### src/hw/rtl/assert_macros.svh
// ----------------------------------------------------------------------------
// assert_macros.svh
// Assertion helpers for the sample dump framer. Each macro samples on clk and
// is disabled while rst_n is low; both signals must be in scope at the use.
// ----------------------------------------------------------------------------
`ifndef ASSERT_MACROS_SVH
`define ASSERT_MACROS_SVH

`ifndef ASSERT_OFF

// Same-cycle implication.
`define ASSERT_IMPLIES(lbl, ante, cons) \
  lbl: assert property (@(posedge clk) disable iff (!rst_n) (ante) |-> (cons)) \
    else $error("assertion failed: same-cycle implication");

// Next-cycle implication.
`define ASSERT_NEXT(lbl, ante, cons) \
  lbl: assert property (@(posedge clk) disable iff (!rst_n) (ante) |=> (cons)) \
    else $error("assertion failed: next-cycle implication");

`else

`define ASSERT_IMPLIES(lbl, ante, cons)
`define ASSERT_NEXT(lbl, ante, cons)

`endif

`endif

### src/hw/rtl/sdsf_pkg.sv
// ----------------------------------------------------------------------------
// sdsf_pkg
// Shared types and constants of the sample dump framer.
// ----------------------------------------------------------------------------
`timescale 1ns / 1ps

package sdsf_pkg;

  typedef enum logic [2:0] {
    OP_GENERAL = 3'd0,
    OP_REQUEST = 3'd1,
    OP_HEADER  = 3'd2,
    OP_LOAD    = 3'd3,
    OP_PACKET  = 3'd4,
    OP_TICK    = 3'd5
  } op_t;

  typedef enum logic [1:0] {
    KIND_GENERAL = 2'd0,
    KIND_REQUEST = 2'd1,
    KIND_HEADER  = 2'd2,
    KIND_DATA    = 2'd3
  } kind_t;

  typedef enum logic [1:0] {
    ST_OK   = 2'd0,
    ST_LEN  = 2'd1,
    ST_BUSY = 2'd2
  } status_t;

  typedef enum logic [2:0] {
    REG_DEVICE_ID     = 3'd0,
    REG_SAMPLE_NUMBER = 3'd1,
    REG_SAMPLE_FORMAT = 3'd2,
    REG_SAMPLE_PERIOD = 3'd3,
    REG_SAMPLE_LENGTH = 3'd4,
    REG_LOOP_START    = 3'd5,
    REG_LOOP_END      = 3'd6,
    REG_LOOP_KIND     = 3'd7
  } reg_idx_t;

  typedef enum logic [1:0] {
    S_IDLE  = 2'd0,
    S_FETCH = 2'd1,
    S_EXEC  = 2'd2
  } state_t;

  // Controller to datapath.
  typedef struct packed {
    logic take;   // input channel ready
    logic latch;  // capture the incoming request
    logic fetch;  // issue the buffer read for the held request
    logic exec;   // execute the held request and load the result register
  } sdsf_cmd_t;

  // Datapath to controller.
  typedef struct packed {
    logic out_free;  // result register empty or drained this cycle
  } sdsf_stat_t;

  localparam logic [7:0] SYSEX_START = 8'hF0;
  localparam logic [7:0] SYSEX_NONRT = 8'h7E;
  localparam logic [7:0] SYSEX_END   = 8'hF7;
  localparam logic [7:0] SUB_HEADER  = 8'h01;
  localparam logic [7:0] SUB_PACKET  = 8'h02;
  localparam logic [7:0] SUB_REQUEST = 8'h03;

  localparam logic [6:0] LAST_GENERAL = 7'd5;
  localparam logic [6:0] LAST_REQUEST = 7'd6;
  localparam logic [6:0] LAST_HEADER  = 7'd20;

  localparam int CFG_WIDTH = 21;
  localparam int CFG_IDX_W = 3;

endpackage

### src/hw/rtl/sdsf_if.sv
// ----------------------------------------------------------------------------
// sdsf_if
// Valid/ready channels of the sample dump framer: request in, byte result out.
// ----------------------------------------------------------------------------
`timescale 1ns / 1ps

interface sdsf_in_if;
  logic       valid;
  logic       ready;
  logic [2:0] opcode;
  logic [6:0] msg_type;
  logic [6:0] packet_number;
  logic [6:0] buffer_index;
  logic [7:0] buffer_byte;
  logic [7:0] packet_length;

  modport source (output valid, opcode, msg_type, packet_number, buffer_index,
                  buffer_byte, packet_length, input ready);
  modport sink   (input valid, opcode, msg_type, packet_number, buffer_index,
                  buffer_byte, packet_length, output ready);
endinterface

interface sdsf_out_if;
  logic       valid;
  logic       ready;
  logic       byte_valid;
  logic [7:0] tx_byte;
  logic       message_end;
  logic [1:0] status;

  modport source (output valid, byte_valid, tx_byte, message_end, status,
                  input ready);
  modport sink   (input valid, byte_valid, tx_byte, message_end, status,
                  output ready);
endinterface

### src/hw/rtl/sdsf_ctrl.sv
// ----------------------------------------------------------------------------
// sdsf_ctrl
// Request sequencer: take a request, fetch the buffer byte, execute.
// ----------------------------------------------------------------------------
`timescale 1ns / 1ps

module sdsf_ctrl
  import sdsf_pkg::*;
(
  input  logic       clk,
  input  logic       rst_n,
  input  logic       in_valid,
  input  sdsf_stat_t stat,
  output sdsf_cmd_t  cmd
);

  state_t state_r, state_nxt;

  always_ff @(posedge clk) begin
    if (!rst_n) begin
      state_r <= S_IDLE;
    end else begin
      state_r <= state_nxt;
    end
  end

  always_comb begin
    state_nxt = state_r;
    unique case (state_r)
      S_IDLE:  if (in_valid) state_nxt = S_FETCH;
      S_FETCH: state_nxt = S_EXEC;
      S_EXEC:  if (stat.out_free) state_nxt = S_IDLE;
      default: state_nxt = S_IDLE;
    endcase
  end

  always_comb begin
    cmd = '0;
    unique case (state_r)
      S_IDLE: begin
        cmd.take  = 1'b1;
        cmd.latch = in_valid;
      end
      S_FETCH: cmd.fetch = 1'b1;
      S_EXEC:  cmd.exec  = stat.out_free;
      default: cmd = '0;
    endcase
  end

endmodule

### src/hw/rtl/sdsf_dpath.sv
// ----------------------------------------------------------------------------
// sdsf_dpath
// Framer datapath: registers, packet buffer, message state and result register.
// ----------------------------------------------------------------------------
`timescale 1ns / 1ps

module sdsf_dpath
  import sdsf_pkg::*;
#(
  parameter int PACKET_BYTES = 120
) (
  input  logic                 clk,
  input  logic                 rst_n,
  input  sdsf_cmd_t            cmd,
  output sdsf_stat_t           stat,
  input  logic [2:0]           in_opcode,
  input  logic [6:0]           in_msg_type,
  input  logic [6:0]           in_packet_number,
  input  logic [6:0]           in_buffer_index,
  input  logic [7:0]           in_buffer_byte,
  input  logic [7:0]           in_packet_length,
  input  logic                 cfg_we,
  input  logic [CFG_IDX_W-1:0] cfg_index,
  input  logic [CFG_WIDTH-1:0] cfg_wdata,
  output logic                 out_valid,
  input  logic                 out_ready,
  output logic                 out_byte_valid,
  output logic [7:0]           out_tx_byte,
  output logic                 out_message_end,
  output logic [1:0]           out_status
);

  localparam int         AW        = (PACKET_BYTES > 1) ? $clog2(PACKET_BYTES) : 1;
  localparam logic [6:0] PB7       = 7'(PACKET_BYTES);
  localparam logic [7:0] PB8       = 8'(PACKET_BYTES);
  localparam logic [6:0] LAST_DATA = 7'(PACKET_BYTES + 6);

  // Configuration registers.
  logic [6:0]  dev_id_r, fmt_r, loop_kind_r;
  logic [13:0] sample_num_r;
  logic [20:0] period_r, length_r, loop_start_r, loop_end_r;

  always_ff @(posedge clk) begin
    if (!rst_n) begin
      dev_id_r     <= '0;
      sample_num_r <= '0;
      fmt_r        <= '0;
      period_r     <= '0;
      length_r     <= '0;
      loop_start_r <= '0;
      loop_end_r   <= '0;
      loop_kind_r  <= '0;
    end else if (cfg_we) begin
      unique case (reg_idx_t'(cfg_index))
        REG_DEVICE_ID:     dev_id_r     <= cfg_wdata[6:0];
        REG_SAMPLE_NUMBER: sample_num_r <= cfg_wdata[13:0];
        REG_SAMPLE_FORMAT: fmt_r        <= cfg_wdata[6:0];
        REG_SAMPLE_PERIOD: period_r     <= cfg_wdata;
        REG_SAMPLE_LENGTH: length_r     <= cfg_wdata;
        REG_LOOP_START:    loop_start_r <= cfg_wdata;
        REG_LOOP_END:      loop_end_r   <= cfg_wdata;
        REG_LOOP_KIND:     loop_kind_r  <= cfg_wdata[6:0];
        default:           dev_id_r     <= dev_id_r;
      endcase
    end
  end

  // Held request.
  logic [2:0] op_r;
  logic [6:0] req_type_r, req_pkt_r, req_idx_r;
  logic [7:0] req_byte_r, req_len_r;

  always_ff @(posedge clk) begin
    if (cmd.latch) begin
      op_r       <= in_opcode;
      req_type_r <= in_msg_type;
      req_pkt_r  <= in_packet_number;
      req_idx_r  <= in_buffer_index;
      req_byte_r <= in_buffer_byte;
      req_len_r  <= in_packet_length;
    end
  end

  // Message state.
  kind_t      kind_r, kind_nxt;
  logic       sending_r, sending_nxt;
  logic [6:0] pos_r, pos_nxt;
  logic [7:0] csum_r, csum_nxt;
  logic [6:0] held_type_r, held_type_nxt;
  logic [6:0] held_pkt_r, held_pkt_nxt;
  logic [6:0] held_len_r, held_len_nxt;

  always_ff @(posedge clk) begin
    if (!rst_n) begin
      kind_r      <= KIND_GENERAL;
      sending_r   <= 1'b0;
      pos_r       <= '0;
      csum_r      <= '0;
      held_type_r <= '0;
      held_pkt_r  <= '0;
      held_len_r  <= '0;
    end else begin
      kind_r      <= kind_nxt;
      sending_r   <= sending_nxt;
      pos_r       <= pos_nxt;
      csum_r      <= csum_nxt;
      held_type_r <= held_type_nxt;
      held_pkt_r  <= held_pkt_nxt;
      held_len_r  <= held_len_nxt;
    end
  end

  // Packet buffer.
  logic [7:0]    mem [PACKET_BYTES];
  logic [7:0]    rd_data_r;
  logic [6:0]    data_off;
  logic          rd_ok;
  logic          mem_we;

  assign data_off = pos_r - 7'd5;
  assign rd_ok    = (data_off < PB7);

  always_ff @(posedge clk) begin
    if (mem_we) begin
      mem[req_idx_r[AW-1:0]] <= req_byte_r;
    end
    if (cmd.fetch && rd_ok) begin
      rd_data_r <= mem[data_off[AW-1:0]];
    end
  end

  // Byte at the current position.
  logic [6:0] last_pos;
  logic [7:0] cur_byte;

  always_comb begin
    unique case (kind_r)
      KIND_GENERAL: last_pos = LAST_GENERAL;
      KIND_REQUEST: last_pos = LAST_REQUEST;
      KIND_HEADER:  last_pos = LAST_HEADER;
      default:      last_pos = LAST_DATA;
    endcase
  end

  always_comb begin
    cur_byte = '0;
    priority if (pos_r == 7'd0) begin
      cur_byte = SYSEX_START;
    end else if (pos_r == 7'd1) begin
      cur_byte = SYSEX_NONRT;
    end else if (pos_r == 7'd2) begin
      cur_byte = {1'b0, dev_id_r};
    end else if (pos_r == last_pos) begin
      cur_byte = SYSEX_END;
    end else begin
      unique case (kind_r)
        KIND_GENERAL: begin
          cur_byte = (pos_r == 7'd3) ? {1'b0, held_type_r} : {1'b0, held_pkt_r};
        end
        KIND_REQUEST: begin
          unique case (pos_r)
            7'd3:    cur_byte = SUB_REQUEST;
            7'd4:    cur_byte = {1'b0, sample_num_r[6:0]};
            default: cur_byte = {1'b0, sample_num_r[13:7]};
          endcase
        end
        KIND_HEADER: begin
          unique case (pos_r)
            7'd3:    cur_byte = SUB_HEADER;
            7'd4:    cur_byte = {1'b0, sample_num_r[6:0]};
            7'd5:    cur_byte = {1'b0, sample_num_r[13:7]};
            7'd6:    cur_byte = {1'b0, fmt_r};
            7'd7:    cur_byte = {1'b0, period_r[6:0]};
            7'd8:    cur_byte = {1'b0, period_r[13:7]};
            7'd9:    cur_byte = {1'b0, period_r[20:14]};
            7'd10:   cur_byte = {1'b0, length_r[6:0]};
            7'd11:   cur_byte = {1'b0, length_r[13:7]};
            7'd12:   cur_byte = {1'b0, length_r[20:14]};
            7'd13:   cur_byte = {1'b0, loop_start_r[6:0]};
            7'd14:   cur_byte = {1'b0, loop_start_r[13:7]};
            7'd15:   cur_byte = {1'b0, loop_start_r[20:14]};
            7'd16:   cur_byte = {1'b0, loop_end_r[6:0]};
            7'd17:   cur_byte = {1'b0, loop_end_r[13:7]};
            7'd18:   cur_byte = {1'b0, loop_end_r[20:14]};
            default: cur_byte = {1'b0, loop_kind_r};
          endcase
        end
        default: begin
          priority if (pos_r == 7'd3) begin
            cur_byte = SUB_PACKET;
          end else if (pos_r == 7'd4) begin
            cur_byte = {1'b0, held_pkt_r};
          end else if (pos_r == last_pos - 7'd1) begin
            cur_byte = {1'b0, csum_r[6:0]};
          end else if (data_off < held_len_r && rd_ok) begin
            cur_byte = rd_data_r;
          end else begin
            cur_byte = '0;
          end
        end
      endcase
    end
  end

  // Execute and result register.
  logic       o_valid_r, o_valid_nxt;
  logic       o_bvalid_r, o_bvalid_nxt;
  logic [7:0] o_byte_r, o_byte_nxt;
  logic       o_end_r, o_end_nxt;
  status_t    o_status_r, o_status_nxt;

  assign stat.out_free = !o_valid_r || out_ready;

  always_comb begin
    kind_nxt      = kind_r;
    sending_nxt   = sending_r;
    pos_nxt       = pos_r;
    csum_nxt      = csum_r;
    held_type_nxt = held_type_r;
    held_pkt_nxt  = held_pkt_r;
    held_len_nxt  = held_len_r;
    mem_we        = 1'b0;
    o_valid_nxt   = o_valid_r && !out_ready;
    o_bvalid_nxt  = o_bvalid_r;
    o_byte_nxt    = o_byte_r;
    o_end_nxt     = o_end_r;
    o_status_nxt  = o_status_r;
    if (cmd.exec) begin
      o_valid_nxt  = 1'b1;
      o_bvalid_nxt = 1'b0;
      o_byte_nxt   = '0;
      o_end_nxt    = 1'b0;
      o_status_nxt = ST_OK;
      priority if (op_r <= OP_PACKET && sending_r) begin
        o_status_nxt = ST_BUSY;
      end else begin
        unique case (op_r)
          OP_GENERAL: begin
            held_type_nxt = req_type_r;
            held_pkt_nxt  = req_pkt_r;
            kind_nxt      = KIND_GENERAL;
            sending_nxt   = 1'b1;
            pos_nxt       = '0;
            csum_nxt      = '0;
          end
          OP_REQUEST, OP_HEADER: begin
            kind_nxt    = (op_r == OP_REQUEST) ? KIND_REQUEST : KIND_HEADER;
            sending_nxt = 1'b1;
            pos_nxt     = '0;
            csum_nxt    = '0;
          end
          OP_LOAD: begin
            mem_we = (req_idx_r < PB7);
          end
          OP_PACKET: begin
            if (req_len_r > PB8) begin
              o_status_nxt = ST_LEN;
            end else begin
              held_len_nxt = req_len_r[6:0];
              held_pkt_nxt = req_pkt_r;
              kind_nxt     = KIND_DATA;
              sending_nxt  = 1'b1;
              pos_nxt      = '0;
              csum_nxt     = '0;
            end
          end
          OP_TICK: begin
            if (sending_r) begin
              o_bvalid_nxt = 1'b1;
              o_byte_nxt   = cur_byte;
              if (kind_r == KIND_DATA && pos_r >= 7'd1 && pos_r < last_pos - 7'd1) begin
                csum_nxt = csum_r ^ cur_byte;
              end
              if (pos_r >= last_pos) begin
                o_end_nxt   = 1'b1;
                sending_nxt = 1'b0;
                pos_nxt     = '0;
              end else begin
                pos_nxt = pos_r + 7'd1;
              end
            end
          end
          default: o_status_nxt = ST_OK;
        endcase
      end
    end
  end

  always_ff @(posedge clk) begin
    if (!rst_n) begin
      o_valid_r <= 1'b0;
    end else begin
      o_valid_r <= o_valid_nxt;
    end
  end

  always_ff @(posedge clk) begin
    o_bvalid_r <= o_bvalid_nxt;
    o_byte_r   <= o_byte_nxt;
    o_end_r    <= o_end_nxt;
    o_status_r <= o_status_nxt;
  end

  assign out_valid       = o_valid_r;
  assign out_byte_valid  = o_bvalid_r;
  assign out_tx_byte     = o_byte_r;
  assign out_message_end = o_end_r;
  assign out_status      = o_status_r;

endmodule

### src/hw/rtl/sds_message_framer.sv
// ----------------------------------------------------------------------------
// sds_message_framer
// Frames sample dump system-exclusive messages into a byte stream.
// ----------------------------------------------------------------------------
// Channel   Dir  Handshake        Carries
// in_ch     in   valid/ready      opcode, msg_type, packet_number, buffer_index,
//                                 buffer_byte, packet_length
// out_ch    out  valid/ready      byte_valid, tx_byte, message_end, status
// cfg_*     in   write enable     cfg_index selects one of eight registers
//
// Each request passes through take, buffer read and execute. The buffer
// read of the packet store is registered, which is why it has a step of its own.
// A new request is taken while the previous result still waits in the output
// register; execution holds when that register is still full.
// Reset is synchronous and active low; the packet store has no reset.
// ----------------------------------------------------------------------------
`timescale 1ns / 1ps

`include "assert_macros.svh"

module sds_message_framer
  import sdsf_pkg::*;
#(
  parameter int PACKET_BYTES = 120
) (
  input  logic                 clk,
  input  logic                 rst_n,
  sdsf_in_if.sink              in_ch,
  sdsf_out_if.source           out_ch,
  input  logic                 cfg_we,
  input  logic [CFG_IDX_W-1:0] cfg_index,
  input  logic [CFG_WIDTH-1:0] cfg_wdata
);

  sdsf_cmd_t  cmd;
  sdsf_stat_t stat;

  // Take requests only while the sequencer is idle.
  assign in_ch.ready = cmd.take;

  sdsf_ctrl u_ctrl (
    .clk      (clk),
    .rst_n    (rst_n),
    .in_valid (in_ch.valid),
    .stat     (stat),
    .cmd      (cmd)
  );

  // Datapath holds the registers, the packet store and the result register.
  sdsf_dpath #(
    .PACKET_BYTES (PACKET_BYTES)
  ) u_dpath (
    .clk              (clk),
    .rst_n            (rst_n),
    .cmd              (cmd),
    .stat             (stat),
    .in_opcode        (in_ch.opcode),
    .in_msg_type      (in_ch.msg_type),
    .in_packet_number (in_ch.packet_number),
    .in_buffer_index  (in_ch.buffer_index),
    .in_buffer_byte   (in_ch.buffer_byte),
    .in_packet_length (in_ch.packet_length),
    .cfg_we           (cfg_we),
    .cfg_index        (cfg_index),
    .cfg_wdata        (cfg_wdata),
    .out_valid        (out_ch.valid),
    .out_ready        (out_ch.ready),
    .out_byte_valid   (out_ch.byte_valid),
    .out_tx_byte      (out_ch.tx_byte),
    .out_message_end  (out_ch.message_end),
    .out_status       (out_ch.status)
  );

  // A taken request always moves on to its buffer read.
  `ASSERT_NEXT(a_take_then_fetch, in_ch.valid && in_ch.ready, cmd.fetch)
  // Never overwrite a result that is still waiting.
  `ASSERT_IMPLIES(a_exec_free, cmd.exec, !out_ch.valid || out_ch.ready)
  // The end flag rides only on a valid end-of-exclusive byte.
  `ASSERT_IMPLIES(a_end_byte, out_ch.valid && out_ch.message_end,
                  out_ch.byte_valid && out_ch.tx_byte == SYSEX_END)

endmodule
### src/flat_wrapper.sv
// flat-port wrapper written by rule: the top's interface ports become plain ports
module sds_message_framer_flat import sdsf_pkg::*;
#(
  parameter int PACKET_BYTES = 120
)
  (clk, rst_n, cfg_we, cfg_index, cfg_wdata, in_ch_valid, in_ch_opcode, in_ch_msg_type, in_ch_packet_number, in_ch_buffer_index, in_ch_buffer_byte, in_ch_packet_length, in_ch_ready, out_ch_valid, out_ch_byte_valid, out_ch_tx_byte, out_ch_message_end, out_ch_status, out_ch_ready);
  sdsf_in_if in_ch_i ();
  sdsf_out_if out_ch_i ();
  input  logic clk;
  input  logic rst_n;
  input  logic cfg_we;
  input  logic [CFG_IDX_W-1:0] cfg_index;
  input  logic [CFG_WIDTH-1:0] cfg_wdata;
  input wire logic [$bits(in_ch_i.valid)-1:0] in_ch_valid;
  input wire logic [$bits(in_ch_i.opcode)-1:0] in_ch_opcode;
  input wire logic [$bits(in_ch_i.msg_type)-1:0] in_ch_msg_type;
  input wire logic [$bits(in_ch_i.packet_number)-1:0] in_ch_packet_number;
  input wire logic [$bits(in_ch_i.buffer_index)-1:0] in_ch_buffer_index;
  input wire logic [$bits(in_ch_i.buffer_byte)-1:0] in_ch_buffer_byte;
  input wire logic [$bits(in_ch_i.packet_length)-1:0] in_ch_packet_length;
  output wire logic [$bits(in_ch_i.ready)-1:0] in_ch_ready;
  output wire logic [$bits(out_ch_i.valid)-1:0] out_ch_valid;
  output wire logic [$bits(out_ch_i.byte_valid)-1:0] out_ch_byte_valid;
  output wire logic [$bits(out_ch_i.tx_byte)-1:0] out_ch_tx_byte;
  output wire logic [$bits(out_ch_i.message_end)-1:0] out_ch_message_end;
  output wire logic [$bits(out_ch_i.status)-1:0] out_ch_status;
  input wire logic [$bits(out_ch_i.ready)-1:0] out_ch_ready;
  assign in_ch_i.valid = in_ch_valid;
  assign in_ch_i.opcode = in_ch_opcode;
  assign in_ch_i.msg_type = in_ch_msg_type;
  assign in_ch_i.packet_number = in_ch_packet_number;
  assign in_ch_i.buffer_index = in_ch_buffer_index;
  assign in_ch_i.buffer_byte = in_ch_buffer_byte;
  assign in_ch_i.packet_length = in_ch_packet_length;
  assign in_ch_ready = in_ch_i.ready;
  assign out_ch_valid = out_ch_i.valid;
  assign out_ch_byte_valid = out_ch_i.byte_valid;
  assign out_ch_tx_byte = out_ch_i.tx_byte;
  assign out_ch_message_end = out_ch_i.message_end;
  assign out_ch_status = out_ch_i.status;
  assign out_ch_i.ready = out_ch_ready;
  sds_message_framer #(.PACKET_BYTES(PACKET_BYTES)) u_core (.clk(clk), .rst_n(rst_n), .in_ch(in_ch_i), .out_ch(out_ch_i), .cfg_we(cfg_we), .cfg_index(cfg_index), .cfg_wdata(cfg_wdata));
endmodule
### config.mk
export PLATFORM = sky130hd
export DESIGN_NAME = sds_message_framer_flat
export DESIGN_NICKNAME = d
export VERILOG_FILES = /design/src/hw/rtl/sdsf_pkg.sv /design/src/hw/rtl/sdsf_if.sv /design/src/hw/rtl/sdsf_ctrl.sv /design/src/hw/rtl/sdsf_dpath.sv /design/src/hw/rtl/sds_message_framer.sv /design/src/flat_wrapper.sv
export VERILOG_INCLUDE_DIRS = /design/src /design/src/hw/rtl
export SDC_FILE = /design/constraint.sdc
export NUM_CORES = 1
export LEC_CHECK = 0
export ABC_AREA = 0
export BUFFER_PORTS_ARGS = -buffer_cell sky130_fd_sc_hd__buf_4
export CORE_MARGIN = 2
export CORE_UTILIZATION = 55
export CTS_BUF_LIST = sky130_fd_sc_hd__clkbuf_4 sky130_fd_sc_hd__clkbuf_8
export DETAILED_ROUTE_END_ITERATION = 7
export PLACE_DENSITY = 0.73
export SYNTH_ARGS = -nofsm -noshare
export SYNTH_HDL_FRONTEND = slang
export SYNTH_HIERARCHICAL = 1
export SYNTH_SLANG_ARGS = --single-unit
### constraint.sdc
create_clock -name clk -period 5.74 [get_ports clk]
set_input_delay 0.574 -clock clk [delete_from_list [all_inputs] [get_ports clk]]
set_output_delay 0.574 -clock clk [all_outputs]
set_load 0.01 [all_outputs]
==> results of run 1 <==
==> state kept, by name, indices dropped and copies added, names as in the netlist, 8 cells and up <==
| signal | count |
|---|---|
| u_core/u_dpath/mem | 960 |
| u_core/u_dpath/length_r | 21 |
| u_core/u_dpath/loop_end_r | 21 |
| u_core/u_dpath/loop_start_r | 21 |
| u_core/u_dpath/period_r | 21 |
| u_core/u_dpath/sample_num_r | 14 |
| u_core/u_dpath/out_tx_byte | 8 |
| u_core/u_dpath/rd_data_r | 8 |
| u_core/u_dpath/req_byte_r | 8 |
| u_core/u_dpath/req_len_r | 8 |
==> final timing paths <==
check | depth (start not counted) | slack (ns) | to
max | 16 | 1.11 | u_core/u_dpath/csum_r[0]$_SDFFE_PN0P_
min reg2reg | 2 | 0.47 | u_core/u_dpath/period_r[18]$_SDFFE_PN0P_
min | 3 | 0.07 | u_core/u_dpath/loop_start_r[6]$_SDFFE_PN0P_
max reg2reg | 16 | 1.11 | u_core/u_dpath/csum_r[0]$_SDFFE_PN0P_
==> layout make-up <==
type / count / area share (%)
Clock buffer: 232 / 5.40
Sequential cell: 1180 / 62.8
Multi-Input combinational cell: 1581 / 24.4
Clock inverter: 94 / 1.57
Inverter: 26 / 0.186
Antenna cell: 1 / 0.00464
Tap cell: 1155 / 2.68
Timing Repair Buffer: 192 / 3.01
==> report_power, final <==
part           leakage, uW  total [uW]  internal (uW)  switching (uW)
clock              0.00196        7240           3980            3260
combinational      0.00465         696            246             450
sequential          0.0105        9400           9370            32.6
==> cell usage in the layout (no fill, tap or decap), types with 24 or more instances in the layout <==
cell              n
a21oi_1          43
nand2_1         496
dlygate4sd3_1    53
a21boi_0        123
nor2_1          172
nor2b_1          34
a22oi_1          24
o21ai_0          38
and3_1           38
mux2i_1          34
clkbuf_4         45
nand3_1          84
dfxtp_1         159
edfxtp_1       1020
buf_4           135
clkbuf_8        187
clkinv_2         24
clkinv_1         44
mux4_2          256
==> routing by layer <==
layer	GRT usage, %	vias to the layer above	wire [um]	share of wire, %
met3	6.01	293	11900	9.8
met5	0	-	0	0
met4	10.8	0	4620	3.8
met2	44.0	1682	58700	48
met1	36.8	14100	46300	38
li1	-	11900	-	-
==> stage by stage <==
| stage | setup slack [ns] | instance area (um^2) | cells |
|---|---|---|---|
| after detailed placement | 1.29 | 49600 | 4081 |
| after CTS | 1.22 | 53900 | 4460 |
| final | 1.11 | 53900 | 4461 |
| after global routing | 0.877 | 53900 | 4461 |
| after floorplan | 1.67 | 47700 | 2948 |
| after global placement | 1.32 | 49600 | 4081 |
==> critical path, stage by stage (launching register included) <==
cell      delay (ns)
dfxtp_1         0.54
inv_1           0.22
ha_1            0.33
inv_1           0.13
a21oi_1         0.11
xnor2_2         0.19
buf_4           0.45
clkinv_1        0.52
ha_1            0.47
a21o_1          0.17
a21oi_1         0.15
o21ai_0         0.10
o21ba_2         0.33
o211ai_1        0.13
a211o_1         0.31
a21oi_1         0.19
mux2i_1         0.20
==> repair_timing <==
item,in CTS,in global routing
hold buffers,53,0
endpoints found under the hold margin,92,0
setup endpoints to repair,0,0
==> cell families after synthesis <==
family                   after synthesis
multiplexers                         293
XOR/XNOR                              11
AND/OR/NAND/NOR                      908
AO/OA/AOI/OAI                        350
adder cells (fa/ha/maj)               19
flip-flops                          1180
buffers and inverters                187
==> flow_summary_export.csv, run 1 <==
group,metric,value,unit
status,status,"complete, no violations",
sta,skew,0.0416,ns
die,pin_count,83,
critical_path,required,6.48,ns
clocking,insertion_delay,0.85,ns
sta,max_freq,216,MHz
routing,drt.antenna.violating_nets,0,
clocking,cts_buffer_depth,3,
finish,areaGrowthSynthToFinish,13.0,%
yosys,synth_edf_count,1020,
routing,first_pass_iters,8,
finish,multi_input_area,0.0131,mm^2
yosys,yosys.area_share.simple,8.48,%
yosys,synthMuxAreaShare,12.9,%
die,initial_core_util,55.3,%
sta,min_period_over_period,80.7,%
die,core_area,0.0863,mm^2
yosys,synthXorXnorAreaFrac,0.218,%
yosys,synthMostInstantiatedCell,"edfxtp_1",
global_routing,track_usage,27.4,%
finish,drive_gt1_share,21.7,%
sta,holdWs,0.0691,ns
critical_path,cp.arrival,5.37,ns
global_routing,grt_pass1_wl,181,mm
sta,slew_violations,0,
clocking,cts_tree,"built",
yosys,syn-num-nets,3036,
placement,io_buffer_count,82,
placement,finalWeightedCongestion,0.967,
critical_path,crit_start,"u_core/u_dpath/pos_r[1]$_SDFFE_PN0P_",
die,die_area,0.0891,mm^2
yosys,yosys.area.top_type,"edfxtp_1",
clocking,cts-buffers-inserted,181,
global_routing,grt.overflow.total,0,
global_routing,antenna_found_initial,1,
routing,drc,0,
yosys,synthAdderAreaFrac,0.498,%
yosys,synthesis.instances,2948,
yosys,yosysWarnings,6,
critical_path,start_kind,"register",
clocking,h-tree-depth,4,
routing,routed_wirelength,122,mm
finish,final_nets,3250,
sta,finalHoldViolCount,0,
finish,utilization,62.4,%
global_routing,grt_pass1_vias,28300,
power,total_leakage_power,0.0171,uW
finish,regArea,0.0338,mm^2
yosys,synth_compound_area_share,5.32,%
yosys,synth_ff_type,"edfxtp_1",
yosys,ys_top_cells_by_count,"1020 x edfxtp_1, 496 x nand2_1, 256 x mux4_2",
clocking,numClockSinks,1180,
critical_path,crit_type,"reg2reg",
yosys,synth.area.top_cells,"edfxtp_1 64%, mux4_2 12%, dfxtp_1 6.7%",
power,post-layout-total-power,17300,uW
routing,dr_total_vias,28000,
power,power_per_cell_area,322,mW/mm^2
yosys,syn_area,0.0477,mm^2
yosys,syn_area_per_cell,16.2,um^2
critical_path,critPathMaxFanout,33,
sta,layout_min_cycle_time,4.63,ns
global_routing,grt_max_degree,129,
sta,slew_headroom,21.2,%
yosys,synth_top_area_share,64.2,%
yosys,synth_top_family_by_area,"multiplexers",
routing,via_per_inst,6.28,
yosys,ys_types,84,
critical_path,end_kind,"register",
sta,setup_viol,0,
die,fp-row-count,108,
clocking,cts_resized,0,
sta,final.setup.tns,0,ns
run,maxCapViolCount,0,
die,die_h,299,um
sta,worst_slew_pin_slew,1.18,ns
die,die_x,299,um
clocking,clk_pin_slew,0.06,ns
clocking,root_buffer,"clkbuf_8",
yosys,synth.ff_latch_count,1180,
clocking,cts_setup_buffers,0,
power,vdd.ir_drop.worst,0.000228,V
placement,dp_hpwl,75.1,mm
finish,fillers,5998,
yosys,ys_seq_area_share,70.9,%
worst_hold_path,worstHoldStart,"cfg_wdata[6]",
routing,drt_iter0_markers,3541,
routing,wl_per_cell,27.2,um
yosys,async_flop_share,0,%
critical_path,rr_startpoint,"u_core/u_dpath/pos_r[1]$_SDFFE_PN0P_",
sta,rsz0062_at_grt,"no",
worst_hold_path,hp-class,"in2reg",
(Power assumes the default switching activity.)
==> run 2, diff against run 1 <==
ABC_AREA = 1   (was 0)
clock period = 4.35 ns   (was 5.74 ns; I/O delays follow)
==> run 2 against run 1 <==
Against the previous run:
- sequential cell count stayed put
- wire length is 2.5% higher
- clock skew is 0.0028 ns lower
- largest power group unchanged
==> flow_summary_export.csv, run 2 <==
group,metric,value,unit
worst_hold_path,holdPathEnd,"u_core/u_dpath/sample_num_r[8]$_SDFFE_PN0P_",
routing,drt_iter0_markers,4077,
run,maxCapViolCount,0,
placement,dp.cells,5183,
clocking,clk_pin_slew,0.06,ns
critical_path,r2r_cells,11,
yosys,syn-num-nets,4242,
sta,rsz0062_at_grt,"no",
sta,slew_violations,0,
worst_hold_path,hold_path_depth,6,
routing,drt.antenna.violating_nets,0,
finish,areaGrowthSynthToFinish,12.5,%
clocking,h-tree-depth,4,
finish,most-common-layout-cells,"1020 x edfxtp_1, 948 x nor2_1, 751 x o21ai_0",
finish,fillers,6638,
routing,routed_wirelength,125,mm
critical_path,critPathMostFrequentCell,"o21ai_0",
critical_path,cp.arrival,4.09,ns
global_routing,grt_pass1_wl,190,mm
sta,finalHoldViolCount,0,
yosys,syn_area,0.0478,mm^2
routing,wl_per_cell,22.4,um
sta,fin_ws,0.796,ns
die,die_x,299,um
clocking,insertion_delay,0.84,ns
die,initial_core_util,55.3,%
finish,drive_gt1_share,11.0,%
status,status,"complete, no violations",
yosys,ys_top_cells_by_count,"1020 x edfxtp_1, 949 x nor2_1, 751 x o21ai_0",
critical_path,end_kind,"register",
placement,dp_hpwl,71.2,mm
yosys,yosysWarnings,6,
yosys,synth_top_area_share,64.1,%
routing,drc,0,
sta,skew,0.0388,ns
yosys,ys_seq_area_share,70.8,%
finish,largest_register_ffs,960,
sta,setup_viol,0,
yosys,synthMostInstantiatedCell,"edfxtp_1",
die,die_h,299,um
clocking,cts_setup_buffers,0,
clocking,numClockSinks,1180,
yosys,synth.area.top_cells,"edfxtp_1 64%, o21ai_0 7.9%, nor2_1 7.4%",
yosys,synth_ff_type,"edfxtp_1",
global_routing,grt_pass1_vias,32400,
clocking,root_buffer,"clkbuf_8",
global_routing,met3_usage,5.34,%
global_routing,top_usage_layer,"met2",
global_routing,antenna_found_initial,1,
sta,final.setup.tns,0,ns
yosys,yosys.area.top_type,"edfxtp_1",
global_routing,grt_max_degree,228,
power,power_per_cell_area,423,mW/mm^2
power,total_leakage_power,0.0184,uW
critical_path,cp_top_family,"compound AO/OA/AOI/OAI gates",
critical_path,crit_type,"reg2reg",
yosys,async_flop_share,0,%
global_routing,grt.overflow.total,0,
critical_path,start_kind,"register",
critical_path,critical_path.cell_chain,"inv_1, ha_4, inv_6, buf_12, o21ai_0, o22ai_1, o21ai_0, nor2_1, o311ai_0, buf_4, a31oi_1",
die,pin_count,83,
yosys,syn_area_per_cell,11.5,um^2
critical_path,path_buf_inv,4,
sta,holdWs,0.167,ns
finish,layout_commonest_cell,"edfxtp_1",
critical_path,r2r_slack,0.80,ns
routing,first_pass_iters,6,
sta,worst_slew_pin_slew,1.04,ns
die,die_area,0.0893,mm^2
clocking,cts_tree,"built",
placement,pre_cts_ws,0.803,ns
global_routing,use_met2,44.0,%
worst_hold_path,hp-class,"in2reg",
clocking,cts_buffer_depth,3,
clocking,cts_resized,0,
die,core_area,0.0865,mm^2
power,post-layout-total-power,22800,uW
clocking,cts-buffers-inserted,181,
critical_path,max_stage_delay,0.64,ns
sta,min_period_over_period,81.7,%
critical_path,rr_startpoint,"u_core/u_dpath/pos_r[1]$_SDFFE_PN0P_",
yosys,synth_edf_count,1020,
sta,layout_min_cycle_time,3.55,ns
sta,slew_headroom,30.2,%
sta,max_freq,281,MHz
global_routing,use_met1,37.4,%
critical_path,crit_path_top_delay_cell,"o311ai_0",
routing,via_per_inst,6.05,
power,vdd.ir_drop.worst,0.000377,V
placement,io_buffer_count,82,
yosys,synth.ff_latch_count,1180,
placement,finalWeightedCongestion,0.910,
global_routing,track_usage,27.7,%
worst_hold_path,worstHoldStart,"cfg_index[1]",
yosys,ys_types,45,
yosys,synthesis.instances,4154,
critical_path,critPathMaxFanout,57,
critical_path,required,4.89,ns
routing,dr_total_vias,33700,
critical_path,reg2reg_to,"u_core/u_dpath/rd_data_r[5]$_DFFE_PP_",
finish,finalNonFillerCells,5570,
die,fp-row-count,108,
finish,final_nets,4363,
[run 2: final cells by class]
class / count / area (um^2) / area share [%]
Sequential cell: 1180 / 33800 / 62.9
Tap cell: 1155 / 1450 / 2.69
Timing Repair Buffer: 202 / 1900 / 3.53
Inverter: 126 / 488 / 0.907
Multi-Input combinational cell: 2584 / 12500 / 23.3
Clock buffer: 248 / 3040 / 5.66
Antenna cell: 1 / 2.50 / 0.00465
Clock inverter: 74 / 557 / 1.03
[run 2: worst max-delay path by stage]
stage	slack (ns)	from	to	cells past startpoint
floorplan	0.49	u_core/u_dpath/pos_r[0]$_SDFFE_PN0P_	u_core/u_dpath/out_tx_byte[3]$_SDFFCE_PP0P_	27
global placement	0.74	out_ch_ready	u_core/u_dpath/mem[97][2]$_DFFE_PP_	15
detailed placement	0.80	out_ch_ready	u_core/u_dpath/mem[48][2]$_DFFE_PP_	15
CTS	0.95	u_core/u_dpath/pos_r[1]$_SDFFE_PN0P_	u_core/u_dpath/rd_data_r[5]$_DFFE_PP_	11
global route	0.67	u_core/u_dpath/pos_r[1]$_SDFFE_PN0P_	u_core/u_dpath/rd_data_r[2]$_DFFE_PP_	13
finish	0.80	u_core/u_dpath/pos_r[1]$_SDFFE_PN0P_	u_core/u_dpath/rd_data_r[5]$_DFFE_PP_	11
[run 2: repair_timing]
action / 4_1_cts / 5_1_grt
hold buffers: 64 / 0
endpoints found under the hold margin: 161 / 0
setup endpoints to repair: 0 / 0
[run 2: stage by stage]
stage / utilization [%] / instance area [um^2]
final: 62.2 / 53800
after global routing: 62.2 / 53800
after detailed placement: 57.3 / 49600
after CTS: 62.2 / 53800
after floorplan: - / 47800
after global placement: 57.3 / 49600
[run 2: cell families (layout without fill, tap and decap cells)]
family                   Yosys count  in the layout  share of synthesized area (%)
AND/OR/NAND/NOR                 1392           1392                           11.4
other                              0              1                              0
flip-flops                      1180           1180                           70.8
adder cells (fa/ha/maj)           19             19                          0.497
XOR/XNOR                           4              4                         0.0890
buffers and inverters            390            650                           3.19
AO/OA/AOI/OAI                   1169           1169                           14.1
[run 2: metal layers]
metal,part of all wire (%),up-vias,routed length (um)
met3,9.6,307,11900
li1,-,15300,-
met1,39,16200,49000
met5,0,-,0
met4,4.0,0,5000
met2,47,1923,58600
[run 2: worst register-to-register path, cell delays in order, from the launching register on]
cell,delay (ns)
dfxtp_1,0.44
inv_1,0.18
ha_4,0.47
inv_6,0.26
buf_12,0.29
o21ai_0,0.12
o22ai_1,0.09
o21ai_0,0.36
nor2_1,0.12
o311ai_0,0.64
buf_4,0.24
a31oi_1,0.08
[run 2: power by group]
group | internal (uW) | switching (uW)
Clock | 4870 | 4240
Sequential | 12400 | 41.3
Combinational | 351 | 889
